--- config.mk ---
export PLATFORM = sky130hd
export DESIGN_NAME = alpha_blend_blitter_core
export DESIGN_NICKNAME = d
export VERILOG_FILES = /design/src/design/abb_pkg.sv /design/src/design/abb_front.sv /design/src/design/abb_queue.sv /design/src/design/abb_back.sv /design/src/design/alpha_blend_blitter_core.sv
export SDC_FILE = /design/constraint.sdc
export NUM_CORES = 2
export LEC_CHECK = 0
export ABC_AREA = 1
export BUFFER_PORTS_ARGS = -buffer_cell sky130_fd_sc_hd__buf_2
export CORE_UTILIZATION = 55
export DETAILED_ROUTE_END_ITERATION = 8
export PLACE_DENSITY_LB_ADDON = 0.25
export SYNTH_ARGS = -nofsm -noshare
export SYNTH_HDL_FRONTEND = slang
export SYNTH_HIERARCHICAL = 1
export SYNTH_SLANG_ARGS = --single-unit
--- constraint.sdc ---
create_clock -name clk -period 51.5 [get_ports clk]
set_input_delay 7.725 -clock clk [delete_from_list [all_inputs] [get_ports clk]]
set_output_delay 7.725 -clock clk [all_outputs]
set_load 0.005 [all_outputs]
--- src/design/abb_pkg.sv ---
// Shared types, constants and helper functions for the alpha blend blitter.
// Used by every module of the block and by its port checker.
// Depends on nothing.
package abb_pkg;

    localparam int unsigned COORD_WIDTH_DEF = 16;
    localparam int unsigned PIX_W           = 32;
    localparam int unsigned POS_W           = 16;
    localparam int unsigned CFG_W           = 16;
    localparam int unsigned CFG_IDX_W       = 3;
    localparam int unsigned SHIFTS_W        = 15;
    localparam int unsigned SIZES_W         = 12;
    localparam int unsigned LANES           = 3;
    localparam int unsigned RECIP_W         = 25;
    localparam int unsigned RECIP_SHIFT     = 24;
    localparam int unsigned QUEUE_DEPTH     = 2;
    localparam int unsigned QPTR_W          = 1;
    localparam int unsigned QCNT_W          = 2;

    localparam logic [7:0]  ALPHA_MAX = 8'hFF;
    localparam logic [15:0] FULL_SCALE = 16'd255;
    // floor(2^24 / 255), used to divide the blend sum by 255.
    localparam logic [16:0] RECIP_255 = 17'd65793;

    typedef enum logic [CFG_IDX_W-1:0] {
        REG_DEST_X         = 3'd0,
        REG_DEST_Y         = 3'd1,
        REG_BLIT_WIDTH     = 3'd2,
        REG_BLIT_HEIGHT    = 3'd3,
        REG_SCREEN_WIDTH   = 3'd4,
        REG_SCREEN_HEIGHT  = 3'd5,
        REG_CHANNEL_SHIFTS = 3'd6,
        REG_CHANNEL_SIZES  = 3'd7
    } cfg_reg_e;

    typedef struct packed {
        logic [15:0]         dest_x;
        logic [15:0]         dest_y;
        logic [15:0]         blit_width;
        logic [15:0]         blit_height;
        logic [15:0]         screen_width;
        logic [15:0]         screen_height;
        logic [SHIFTS_W-1:0] channel_shifts;
        logic [SIZES_W-1:0]  channel_sizes;
    } abb_cfg_t;

    localparam abb_cfg_t CFG_RESET = '{
        dest_x:         16'd0,
        dest_y:         16'd0,
        blit_width:     16'd1,
        blit_height:    16'd1,
        screen_width:   16'd1024,
        screen_height:  16'd768,
        channel_shifts: 15'd16640,
        channel_sizes:  12'd2184
    };

    typedef struct packed {
        logic [PIX_W-1:0] source_pixel;
        logic [PIX_W-1:0] dest_pixel;
    } abb_in_t;

    typedef struct packed {
        logic             write_enable;
        logic [POS_W-1:0] pixel_x;
        logic [POS_W-1:0] pixel_y;
        logic [PIX_W-1:0] blended_pixel;
        logic             last_pixel;
    } abb_out_t;

    // Classification made by the front end; coordinates are already zero when
    // the pixel is not written.
    typedef struct packed {
        logic             we;
        logic             last;
        logic [POS_W-1:0] px;
        logic [POS_W-1:0] py;
    } abb_meta_t;

    typedef struct packed {
        logic [PIX_W-1:0] src;
        logic [PIX_W-1:0] dst;
        abb_meta_t        meta;
    } abb_item_t;

    typedef struct packed {
        logic full;
        logic not_empty;
    } abb_qstat_t;

    // Lane 0 is red, lane 1 green, lane 2 blue.
    function automatic logic [4:0] lane_shift(input logic [SHIFTS_W-1:0] shifts,
                                              input int lane);
        return shifts[5*(2-lane) +: 5];
    endfunction

    // A size of zero acts as one bit, anything above eight as eight bits.
    function automatic logic [3:0] lane_size(input logic [SIZES_W-1:0] sizes,
                                             input int lane);
        logic [3:0] s;
        s = sizes[4*(2-lane) +: 4];
        if (s == 4'd0) begin
            return 4'd1;
        end
        if (s > 4'd8) begin
            return 4'd8;
        end
        return s;
    endfunction

    function automatic logic [7:0] lane_src(input logic [PIX_W-1:0] src, input int lane);
        return src[8*(2-lane) +: 8];
    endfunction

    // Largest channel code for a clamped size of 1 to 8 bits.
    function automatic logic [7:0] size_mask(input logic [3:0] size);
        logic [8:0] full;
        full = (9'd1 << size) - 9'd1;
        return full[7:0];
    endfunction

    // floor(2^24 / (2^size - 1)) for a clamped size.
    function automatic logic [RECIP_W-1:0] size_recip(input logic [3:0] size);
        logic [RECIP_W-1:0] r;
        unique case (size)
            4'd1:    r = 25'd16777216;
            4'd2:    r = 25'd5592405;
            4'd3:    r = 25'd2396745;
            4'd4:    r = 25'd1118481;
            4'd5:    r = 25'd541200;
            4'd6:    r = 25'd266305;
            4'd7:    r = 25'd132104;
            default: r = 25'd65793;
        endcase
        return r;
    endfunction

endpackage

--- src/design/abb_front.sv ---
// Front end of the alpha blend blitter: walks the blit rectangle, clips each
// pixel against the screen and pushes the classified item into the queue.
// Depends on abb_pkg.
module abb_front #(
    parameter int unsigned COORD_WIDTH = abb_pkg::COORD_WIDTH_DEF
) (
    input  logic               clk,
    input  logic               rst_n,
    input  abb_pkg::abb_cfg_t  cfg,
    input  logic               pix_valid,
    output logic               pix_ready,
    input  abb_pkg::abb_in_t   pix,
    input  abb_pkg::abb_qstat_t qstat,
    output logic               push,
    output abb_pkg::abb_item_t item
);
    import abb_pkg::*;

    // Sums are one bit wider than the widest operand so they never wrap.
    localparam int unsigned SW = ((COORD_WIDTH > POS_W) ? COORD_WIDTH : POS_W) + 1;

    logic [COORD_WIDTH-1:0] column_count_reg, column_count_next;
    logic [COORD_WIDTH-1:0] row_count_reg, row_count_next;
    logic [SW-1:0]          tx, ty, wlim, hlim;
    logic                   col_end, row_end, on_screen;
    logic [7:0]             alpha;

    always_comb begin
        alpha = pix.source_pixel[31:24];
        tx    = SW'(cfg.dest_x) + SW'(column_count_reg);
        ty    = SW'(cfg.dest_y) + SW'(row_count_reg);
        wlim  = (cfg.blit_width == '0) ? '0 : SW'(cfg.blit_width) - SW'(1);
        hlim  = (cfg.blit_height == '0) ? '0 : SW'(cfg.blit_height) - SW'(1);

        col_end   = SW'(column_count_reg) >= wlim;
        row_end   = SW'(row_count_reg) >= hlim;
        on_screen = (tx < SW'(cfg.screen_width)) && (ty < SW'(cfg.screen_height))
                    && (alpha != '0);

        pix_ready      = !qstat.full;
        push           = pix_valid && !qstat.full;
        item.src       = pix.source_pixel;
        item.dst       = pix.dest_pixel;
        item.meta.we   = on_screen;
        item.meta.last = col_end && row_end;
        item.meta.px   = on_screen ? tx[POS_W-1:0] : '0;
        item.meta.py   = on_screen ? ty[POS_W-1:0] : '0;

        column_count_next = column_count_reg;
        row_count_next    = row_count_reg;
        if (push) begin
            if (col_end) begin
                column_count_next = '0;
                row_count_next    = row_end ? '0 : row_count_reg + COORD_WIDTH'(1);
            end else begin
                column_count_next = column_count_reg + COORD_WIDTH'(1);
            end
        end
    end

    always_ff @(posedge clk or negedge rst_n) begin
        if (!rst_n) begin
            column_count_reg <= '0;
            row_count_reg    <= '0;
        end else begin
            column_count_reg <= column_count_next;
            row_count_reg    <= row_count_next;
        end
    end

endmodule

--- src/design/abb_queue.sv ---
// Two-entry queue between the front end and the blend pipeline.
// Depends on abb_pkg.
module abb_queue (
    input  logic                clk,
    input  logic                rst_n,
    input  logic                push,
    input  abb_pkg::abb_item_t  item,
    input  logic                pop,
    output abb_pkg::abb_qstat_t qstat,
    output abb_pkg::abb_item_t  head
);
    import abb_pkg::*;

    abb_item_t          entry_reg [QUEUE_DEPTH];
    logic [QPTR_W-1:0]  wr_ptr_reg, wr_ptr_next;
    logic [QPTR_W-1:0]  rd_ptr_reg, rd_ptr_next;
    logic [QCNT_W-1:0]  count_reg, count_next;

    always_comb begin
        qstat.full      = (count_reg == QCNT_W'(QUEUE_DEPTH));
        qstat.not_empty = (count_reg != '0);
        head            = entry_reg[rd_ptr_reg];

        wr_ptr_next = push ? wr_ptr_reg + QPTR_W'(1) : wr_ptr_reg;
        rd_ptr_next = pop ? rd_ptr_reg + QPTR_W'(1) : rd_ptr_reg;
        count_next  = count_reg + QCNT_W'(push) - QCNT_W'(pop);
    end

    always_ff @(posedge clk or negedge rst_n) begin
        if (!rst_n) begin
            wr_ptr_reg <= '0;
            rd_ptr_reg <= '0;
            count_reg  <= '0;
        end else begin
            wr_ptr_reg <= wr_ptr_next;
            rd_ptr_reg <= rd_ptr_next;
            count_reg  <= count_next;
        end
    end

    always_ff @(posedge clk) begin
        if (push) begin
            entry_reg[wr_ptr_reg] <= item;
        end
    end

endmodule

--- src/design/abb_back.sv ---
// Back end of the alpha blend blitter: a stalling pipeline that unpacks the
// destination, expands it to 8 bits, blends, and repacks into the output register.
// Depends on abb_pkg.
module abb_back (
    input  logic                clk,
    input  logic                rst_n,
    input  abb_pkg::abb_cfg_t   cfg,
    input  abb_pkg::abb_qstat_t qstat,
    input  abb_pkg::abb_item_t  head,
    output logic                pop,
    output logic                wr_valid,
    input  logic                wr_ready,
    output abb_pkg::abb_out_t   wr
);
    import abb_pkg::*;

    logic en;

    // Per-lane format from the configuration, which the user must keep stable while busy; unenforced.
    logic [4:0] sh [LANES];
    logic [3:0] sz [LANES];
    logic [7:0] m  [LANES];

    // Stage 1: unpacked channel scaled by 255.
    logic [15:0] s1_x [LANES];
    logic [15:0] s1_x_reg [LANES];
    logic [7:0]  s1_src_reg [LANES];
    logic [7:0]  s1_a_reg;
    abb_meta_t   s1_meta_reg;
    logic        s1_v_reg;

    // Stage 2: estimate of the expanded channel, possibly one short.
    logic [40:0] s2_p [LANES];
    logic [7:0]  s2_q_reg [LANES];
    logic [15:0] s2_x_reg [LANES];
    logic [7:0]  s2_src_reg [LANES];
    logic [7:0]  s2_a_reg;
    abb_meta_t   s2_meta_reg;
    logic        s2_v_reg;

    // Stage 3: estimate times the divisor, for the correction.
    logic [15:0] s3_t_reg [LANES];
    logic [7:0]  s3_q_reg [LANES];
    logic [15:0] s3_x_reg [LANES];
    logic [7:0]  s3_src_reg [LANES];
    logic [7:0]  s3_a_reg;
    abb_meta_t   s3_meta_reg;
    logic        s3_v_reg;

    // Stage 4: corrected destination channel and the weighted blend sum.
    logic [15:0] s4_r [LANES];
    logic [7:0]  s4_old [LANES];
    logic [15:0] s4_y_reg [LANES];
    abb_meta_t   s4_meta_reg;
    logic        s4_v_reg;

    // Stage 5: estimate of the blend sum divided by 255.
    logic [32:0] s5_p [LANES];
    logic [15:0] s5_y_reg [LANES];
    logic [7:0]  s5_q_reg [LANES];
    abb_meta_t   s5_meta_reg;
    logic        s5_v_reg;

    // Output stage: correction, top bits, placement.
    logic [15:0] o_r [LANES];
    logic [7:0]  o_mix [LANES];
    logic [7:0]  o_top [LANES];
    logic [PIX_W-1:0] o_pix;
    abb_out_t    wr_next;
    abb_out_t    wr_reg;
    logic        wr_valid_reg;

    always_comb begin
        en  = !wr_valid_reg || wr_ready;
        pop = en && qstat.not_empty;

        o_pix = '0;
        for (int c = 0; c < LANES; c++) begin
            sh[c] = lane_shift(cfg.channel_shifts, c);
            sz[c] = lane_size(cfg.channel_sizes, c);
            m[c]  = size_mask(sz[c]);

            begin
                logic [7:0] raw;
                raw     = 8'(head.dst >> sh[c]) & m[c];
                s1_x[c] = {raw, 8'h00} - {8'h00, raw};
            end

            s2_p[c] = 41'(s1_x_reg[c]) * 41'(size_recip(sz[c]));

            s4_r[c]   = s3_x_reg[c] - s3_t_reg[c];
            s4_old[c] = (s4_r[c] >= {8'h00, m[c]}) ? s3_q_reg[c] + 8'd1 : s3_q_reg[c];

            s5_p[c] = 33'(s4_y_reg[c]) * 33'(RECIP_255);

            o_r[c]   = s5_y_reg[c] - ({s5_q_reg[c], 8'h00} - {8'h00, s5_q_reg[c]});
            o_mix[c] = (o_r[c] >= FULL_SCALE) ? s5_q_reg[c] + 8'd1 : s5_q_reg[c];
            o_top[c] = o_mix[c] >> (4'd8 - sz[c]);
            o_pix    = o_pix | (PIX_W'(o_top[c]) << sh[c]);
        end

        wr_next.write_enable  = s5_meta_reg.we;
        wr_next.pixel_x       = s5_meta_reg.px;
        wr_next.pixel_y       = s5_meta_reg.py;
        wr_next.blended_pixel = s5_meta_reg.we ? o_pix : '0;
        wr_next.last_pixel    = s5_meta_reg.last;
    end

    always_ff @(posedge clk or negedge rst_n) begin
        if (!rst_n) begin
            s1_v_reg     <= 1'b0;
            s2_v_reg     <= 1'b0;
            s3_v_reg     <= 1'b0;
            s4_v_reg     <= 1'b0;
            s5_v_reg     <= 1'b0;
            wr_valid_reg <= 1'b0;
        end else if (en) begin
            s1_v_reg     <= pop;
            s2_v_reg     <= s1_v_reg;
            s3_v_reg     <= s2_v_reg;
            s4_v_reg     <= s3_v_reg;
            s5_v_reg     <= s4_v_reg;
            wr_valid_reg <= s5_v_reg;
        end
    end

    always_ff @(posedge clk) begin
        if (en) begin
            s1_a_reg    <= head.src[31:24];
            s1_meta_reg <= head.meta;
            s2_a_reg    <= s1_a_reg;
            s2_meta_reg <= s1_meta_reg;
            s3_a_reg    <= s2_a_reg;
            s3_meta_reg <= s2_meta_reg;
            s4_meta_reg <= s3_meta_reg;
            s5_meta_reg <= s4_meta_reg;
            wr_reg      <= wr_next;
            for (int c = 0; c < LANES; c++) begin
                s1_x_reg[c]   <= s1_x[c];
                s1_src_reg[c] <= lane_src(head.src, c);
                s2_q_reg[c]   <= s2_p[c][RECIP_SHIFT +: 8];
                s2_x_reg[c]   <= s1_x_reg[c];
                s2_src_reg[c] <= s1_src_reg[c];
                s3_t_reg[c]   <= 16'(s2_q_reg[c]) * 16'(m[c]);
                s3_q_reg[c]   <= s2_q_reg[c];
                s3_x_reg[c]   <= s2_x_reg[c];
                s3_src_reg[c] <= s2_src_reg[c];
                s4_y_reg[c]   <= 16'(s3_src_reg[c]) * 16'(s3_a_reg)
                               + 16'(s4_old[c]) * 16'(ALPHA_MAX - s3_a_reg);
                s5_y_reg[c]   <= s4_y_reg[c];
                s5_q_reg[c]   <= s5_p[c][RECIP_SHIFT +: 8];
            end
        end
    end

    assign wr_valid = wr_valid_reg;
    assign wr       = wr_reg;

endmodule

--- src/design/alpha_blend_blitter_core.sv ---
// Top level of the alpha blend blitter: configuration registers, front end,
// queue and blend pipeline. Depends on abb_pkg, abb_front, abb_queue and abb_back.
//
// The blitter takes one ARGB8888 source pixel per item, in row-major order over
// the configured rectangle, together with the destination pixel now held at that
// screen spot, and returns one result item per input item. A pixel that falls
// off screen or has zero alpha comes back with write_enable low and zero
// coordinates and colour; otherwise the destination's red, green and blue are
// unpacked with the configured shifts and sizes, expanded to 8 bits, blended
// with the source alpha and repacked into the framebuffer's native format. The
// last pixel of the rectangle is flagged. The block sustains one item per clock
// while the output does not stall: the front end classifies each item in the cycle
// it is accepted and places it in a two-entry queue, and the six-stage blend
// pipeline behind it takes one item a cycle when nothing stalls. A stall at
// the output holds the whole pipeline while the queue
// soaks up the front end. Configuration registers are written with cfg_we and
// should only be changed while no item is in flight; the rectangle counters are
// never touched by a register write and return to the top-left corner after
// the last pixel.
module alpha_blend_blitter_core #(
    parameter int unsigned COORD_WIDTH = abb_pkg::COORD_WIDTH_DEF
) (
    input  logic                               clk,
    input  logic                               rst_n,
    input  logic                               pix_valid,
    output logic                               pix_ready,
    input  abb_pkg::abb_in_t                   pix,
    output logic                               wr_valid,
    input  logic                               wr_ready,
    output abb_pkg::abb_out_t                  wr,
    input  logic                               cfg_we,
    input  logic [abb_pkg::CFG_IDX_W-1:0]      cfg_index,
    input  logic [abb_pkg::CFG_W-1:0]          cfg_data
);
    import abb_pkg::*;

    abb_cfg_t   cfg_reg, cfg_next;
    abb_qstat_t qstat;
    abb_item_t  item, head;
    logic       push, pop;

    // Register file: every index of the three-bit field names a register.
    always_comb begin
        cfg_next = cfg_reg;
        if (cfg_we) begin
            unique case (cfg_reg_e'(cfg_index))
                REG_DEST_X:         cfg_next.dest_x         = cfg_data;
                REG_DEST_Y:         cfg_next.dest_y         = cfg_data;
                REG_BLIT_WIDTH:     cfg_next.blit_width     = cfg_data;
                REG_BLIT_HEIGHT:    cfg_next.blit_height    = cfg_data;
                REG_SCREEN_WIDTH:   cfg_next.screen_width   = cfg_data;
                REG_SCREEN_HEIGHT:  cfg_next.screen_height  = cfg_data;
                REG_CHANNEL_SHIFTS: cfg_next.channel_shifts = cfg_data[SHIFTS_W-1:0];
                REG_CHANNEL_SIZES:  cfg_next.channel_sizes  = cfg_data[SIZES_W-1:0];
            endcase
        end
    end

    always_ff @(posedge clk or negedge rst_n) begin
        if (!rst_n) begin
            cfg_reg <= CFG_RESET;
        end else begin
            cfg_reg <= cfg_next;
        end
    end

    // The front end walks the rectangle and decides whether each pixel is written.
    abb_front #(
        .COORD_WIDTH (COORD_WIDTH)
    ) u_front (
        .clk       (clk),
        .rst_n     (rst_n),
        .cfg       (cfg_reg),
        .pix_valid (pix_valid),
        .pix_ready (pix_ready),
        .pix       (pix),
        .qstat     (qstat),
        .push      (push),
        .item      (item)
    );

    // The queue lets the front end keep accepting while the pipeline is held.
    abb_queue u_queue (
        .clk   (clk),
        .rst_n (rst_n),
        .push  (push),
        .item  (item),
        .pop   (pop),
        .qstat (qstat),
        .head  (head)
    );

    // The blend pipeline ends in the output register.
    abb_back u_back (
        .clk      (clk),
        .rst_n    (rst_n),
        .cfg      (cfg_reg),
        .qstat    (qstat),
        .head     (head),
        .pop      (pop),
        .wr_valid (wr_valid),
        .wr_ready (wr_ready),
        .wr       (wr)
    );

endmodule

# ---- Word-level counts from Yosys, hierarchy flattened
# Memory sizes are Yosys's and may differ from the RTL's.
# Cells that the tools add are included.
dict set report word_totals {
  regBits 425
  ram_bits 628
  out_inout_bits 68
  wordCells 237
  n_memories 13
}
# name words word_bits rd rd_clocked_by_memory_dff write_ports line
set mem_list {}
lappend mem_list {u_queue.entry_reg 2 98 1 0 1 abb_queue.sv:14} ;# abb_item_t entry_reg [QUEUE_DEPTH];
lappend mem_list {u_back.s1_x_reg 3 16 3 0 3 abb_back.sv:26} ;# logic [15:0] s1_x_reg [LANES];
lappend mem_list {u_back.s2_x_reg 3 16 3 0 3 abb_back.sv:35} ;# logic [15:0] s2_x_reg [LANES];
lappend mem_list {u_back.s3_t_reg 3 16 3 0 3 abb_back.sv:42} ;# logic [15:0] s3_t_reg [LANES];
lappend mem_list {u_back.s3_x_reg 3 16 3 0 3 abb_back.sv:44} ;# logic [15:0] s3_x_reg [LANES];
lappend mem_list {u_back.s4_y_reg 3 16 3 0 3 abb_back.sv:53} ;# logic [15:0] s4_y_reg [LANES];
lappend mem_list {{+7 memories} - - - - - -}
dict set report classes {
  add_sub_neg 38
  mul 15
  n_lt_le_gt_ge 13
  eq_ne 29
  shift 12
  mux 40
  bitwise_logic 5
  reduce_logical 25
}
# cell count
set ops {}
lappend ops {{$pmux 25 s7} 3}
lappend ops {{$mul 16x17->32 const B} 3}
lappend ops {{$mul 16x25->32} 3}
lappend ops {{$mul 8x8->16} 6}
lappend ops {{$shl 8x5->32} 3}
lappend ops {{$shr 32x5->8} 3}
lappend ops {{$sub 16x16->16} 6}
lappend ops {{$sub 16x8->16} 6}
lappend ops {{$mux 16} 4}
lappend ops {{$or 32x32->32} 2}
lappend ops {{$add 16x16->16} 3}
lappend ops {{$add 8x1->8 const B} 6}
lappend ops {{$eq 4x3->1 const B} 12}
lappend ops {{$ge 16x8->1} 3}
lappend ops {{$ge 16x8->1 const B} 3}
lappend ops {{$mul 8x16->16} 3}
lappend ops {{$mux 4} 12}
lappend ops {{$mux 8} 6}
lappend ops {{$add 16x16->17} 2}
lappend ops {{$ge 16x17->1} 2}
lappend ops {{$lt 17x16->1} 2}
lappend ops {{$mux 17} 2}
lappend ops {{$sub 16x1->17 const B} 2}
lappend ops {{$add 16x1->16 const B} 2}
lappend ops {{other kinds (26)} 78}

# ---- Depth between registers and ports, before layout
dict set report depth {
  word_depth 11
  mapped_depth 51
  depth_no_buf 51
}

# ---- Hierarchy
# Netlist, hierarchy kept.
# mod instances cells_each area_each_um2 seq_area_each_um2
set by_module_without_submodules {}
lappend by_module_without_submodules {abb_back 1 9433 83521.4 20930.1}
lappend by_module_without_submodules {abb_queue 1 537 7762.4 5985.7}
lappend by_module_without_submodules {abb_front 1 983 6457.4 800.8}
lappend by_module_without_submodules {alpha_blend_blitter_core 1 555 4877.2 3090.5}

# ---- Least setup slack after synthesis
# OpenSTA, ideal clock, no wires.
dict set report synth_timing {
  kind {input to register}
  start {input wr_ready}
  end {register u_back.s1_a_reg[0], enable pin}
  arrival_ps 20544
  slack_ps 25529
  cell_stages 2
  path_buffers 0
  path_cell_list {nor2_1 -> clkinv_1}
}
dict set report synth_between {
  elab_chain_len 1
}
# item line
set synth_lines {}
lappend synth_lines {{start: declaration} alpha_blend_blitter_core.sv:29} ;# input logic wr_ready,
lappend synth_lines {{$logic_or 1x1->1} abb_back.sv:74} ;# en = !wr_valid_reg || wr_ready;
lappend synth_lines {{end signal: assignment} abb_back.sv:129} ;# s1_a_reg <= head.src[31:24];
lappend synth_lines {{end: declaration} abb_back.sv:28} ;# logic [7:0] s1_a_reg;
# Every way passes these cells.
# A chain may end at the register's enable or synchronous reset.

==> reports/summary.md <==
The run finished with clean final reports. After detailed routing, the number of vias per cell comes to 5.491. The detailed router put a total of 112,300 um of wire on met1. The category of the most critical setup path is in2reg.

The remaining antenna violation count after routing is 0. For the half-perimeter wire length of the detailed placement result, the log shows 221,600 um. Compared with the post-synthesis result, the final layout area differs by 5.954%.

The initial utilization of the core area, before any placement, comes to 55.34%. The number of different library cells used by synthesis comes to 80. In this run the count of I/O pins placed on the die edge is 156. Data on the critical path is required at its endpoint by 51,850 ps.

The CTS clock-pin slew for the worst setup and hold paths came out at 60 ps. The longest individual stage delay on the worst path was 910 ps. The kind of cell with the highest combined delay on the critical path was buffers and inverters. The number of hold-slack violations in the final timing report came out at 0.

Leaving out fill and tap cells, the most frequent cells in the layout are 2,479 x sky130_fd_sc_hd__inv_1, 2,216 x sky130_fd_sc_hd__nand2_1, 1,101 x sky130_fd_sc_hd__ha_1. For the standard cell core area, the log shows 185,400 um^2. The nature of the critical path endpoint is a flop. Number of flip-flops in the largest register: 196. In this run the worst path has a maximum fanout of 125.

After routing, the total negative slack on setup checks comes to 0 ps. In this run the top signal layer used is met5. The worst pin sits at a relative slew slack of 10.15%. Setup repair after global routing left no endpoint under its margin. The logs give 78,770 for the via count of the first global-routing pass and 133,500 um for the met2 layer wire length in the routed design. Dividing the detail-routed wire length by the instance count gives 19.90 um. The type of the tightest min-delay check was reg2reg. The gate count after technology mapping is 11,510, and the minimum clock period is 11,590 ps. The predominant post-synthesis flop cell is sky130_fd_sc_hd__edfxtp_1. In the final layout, the share of cells above drive strength 1 is 6.010%. Setup violations remaining at the end of the flow were counted as 0. The number of rows created at floorplan was 158.

The number of nets in the synthesized netlist is 13,690. Counting both buffers and inverters, the worst setup path holds a total of 6. The critical path data arrival time is 11,940 ps. The tools report the via count as 77,140. After the first detailed-routing iteration, the DRC count stood at 6,229. Final clock period utilization by the worst path: 22.50%. Across every metal layer, demand over resource in global routing totals 30.12%. In this run the number of cells on the critical path is 7. Mean area per synthesized cell: 8.917 um^2. The largest net degree at the start of global routing is 170, and the detailed-router iteration count before antenna repair is 6. The deepest level of the CTS H-tree was 3; the share of flip-flops with an asynchronous set or reset was 15.67%. Summed over all layers, the routed wires come to 279,500 um. Gates resized during post-CTS repair numbered 0. The routed length on met3 was 21,690 um. Walking the worst path, the cells encountered are buf_2 > nor2_1 > inv_8 > buf_4 > buf_4 > buf_4 > buf_4.

After detailed routing, the number of remaining DRC violations is 0. The count of pins over their slew limit was 0; the depth of the worst register-to-register path was 41. The commonest non-fill, non-tap cell in the layout was sky130_fd_sc_hd__inv_1. The number of flops mapped to enable cells by yosys came out at 888.

The count of yosys warnings during synthesis was 6. The number of clock buffers added by TritonCTS is 111. The clock passes through at most 3 buffers.

For the hold buffer count at CTS, the log shows 0. The total overflow reported by the global router is 0, and the transition time of the tightest slew-check pin is 1343 ps. The number of storage elements in the synthesis netlist was 1,053. TritonCTS built the clock tree. The clock reaches the later pin of the worst-skew pair after 800 ps. Master cell of the clock root buffer: sky130_fd_sc_hd__clkbuf_16.

The number of buffers inserted to repair setup after CTS came out at 0. The first global-routing pass estimated 435,700 um of wire. Max-cap violations in this run came to 0. The die boundary height is 433.9 um. The cell that appears most often on the critical path is sky130_fd_sc_hd__buf_4. For this run, the top clock speed supported by timing is 86.29 MHz. Routability-driven placement finished with a final weighted congestion of 1.055. The die covers 188,300 um^2. At the end of the flow, the number of nets in the layout was 13,650. The run gives 5 as the initial antenna violation count. The die width works out to 433.9 um. During placement, the flow inserted port buffers numbering 155.

The worst hold path passes through 0 cells. The slowest stage of the critical path is the sky130_fd_sc_hd__buf_4 cell. The category of the worst setup path launch point was a primary input.

Counting every sink on the clock net gives 1,053. After synthesis the cells add up to 102,600 um^2. Between clock sinks in the finished design, the worst skew comes to 86.39 ps. The tools report the sequential area share after synthesis as 30.02%.
## final cells by class
class	count	area, um^2
fillers	16320	76700
multi-input cells	7545	60180
flip-flops and latches	1053	30820
inverters	2547	9570
well taps	2480	3103
clock buffers	135	2908
repair buffers	209	1200
clock inverters	75	948.4
diodes	3	7.507
## through the flow
step	setup WS [ps]	util [%]	instances	area, um^2	hold WS, ps
CTS	39890	58.63	14040	108700	386.5
finish	39910	58.63	14050	108700	395.7
floorplan	25530	-	11510	102600	400.3
global route	39540	58.63	14050	108700	399.6
global placement	39220	56.55	13830	104900	401.8
detailed placement	39080	56.55	13830	104900	404.5
## cell usage after synthesis (44+ instances only)
master / instances / area (um^2)
sky130_fd_sc_hd__inv_1: 2480 / 9309
sky130_fd_sc_hd__nand2_1: 2216 / 8318
sky130_fd_sc_hd__ha_1: 1101 / 13780
sky130_fd_sc_hd__fa_1: 997 / 19960
sky130_fd_sc_hd__nor2_1: 922 / 3461
sky130_fd_sc_hd__edfxtp_1: 888 / 26670
sky130_fd_sc_hd__nand3_1: 564 / 2823
sky130_fd_sc_hd__a21oi_1: 318 / 1592
sky130_fd_sc_hd__o21ai_0: 311 / 1556
sky130_fd_sc_hd__xor2_1: 231 / 2023
sky130_fd_sc_hd__clkbuf_1: 155 / 581.8
sky130_fd_sc_hd__dfrtp_1: 155 / 3879
sky130_fd_sc_hd__nand4_1: 131 / 819.5
sky130_fd_sc_hd__xnor2_1: 99 / 867.1
sky130_fd_sc_hd__buf_4: 82 / 615.6
sky130_fd_sc_hd__buf_2: 69 / 345.3
sky130_fd_sc_hd__nor3_1: 63 / 315.3
sky130_fd_sc_hd__o21ai_2: 56 / 490.5
sky130_fd_sc_hd__mux2i_1: 55 / 550.5
sky130_fd_sc_hd__nor2_2: 55 / 344.1
sky130_fd_sc_hd__o21ai_1: 45 / 225.2
sky130_fd_sc_hd__nand2_2: 44 / 275.3
## cells by family after synthesis
logic type / after synthesis / share of synthesized area [%]
adders and majority gates: 2098 / 32.87
xor gates and xnor gates: 333 / 2.864
and+or+nand+nor: 4124 / 17.04
AOI/OAI and AO/OA: 935 / 5.314
muxes: 55 / 0.5365
buffers and inverters: 2910 / 11.35
DFF: 1053 / 30.02
## per-layer routing
metal	up-vias	track usage (%)
li1	36020	-
met1	37480	38.63
met2	2956	50.39
met3	671	5.084
met4	6	12.66
met5	-	0
## worst paths after layout
check	from	to	slack, ps
setup / recovery	wr_ready	u_back/s1_x_reg[0][26]	39910
hold / removal	u_back/s2_x_reg[0][21]	u_back/s3_x_reg[0][21]	400
setup reg to reg	cfg_reg[7]	u_back/s4_y_reg[0][30]	40370
hold reg to reg	u_back/s2_x_reg[0][21]	u_back/s3_x_reg[0][21]	400
max in group asynchronous	rst_n	u_queue/rd_ptr_reg	43060
min in group asynchronous	rst_n	cfg_reg[63]	6940
Power is not shown: default switching activity piles up to over one toggle a cycle in this logic, so the estimate is an artifact.
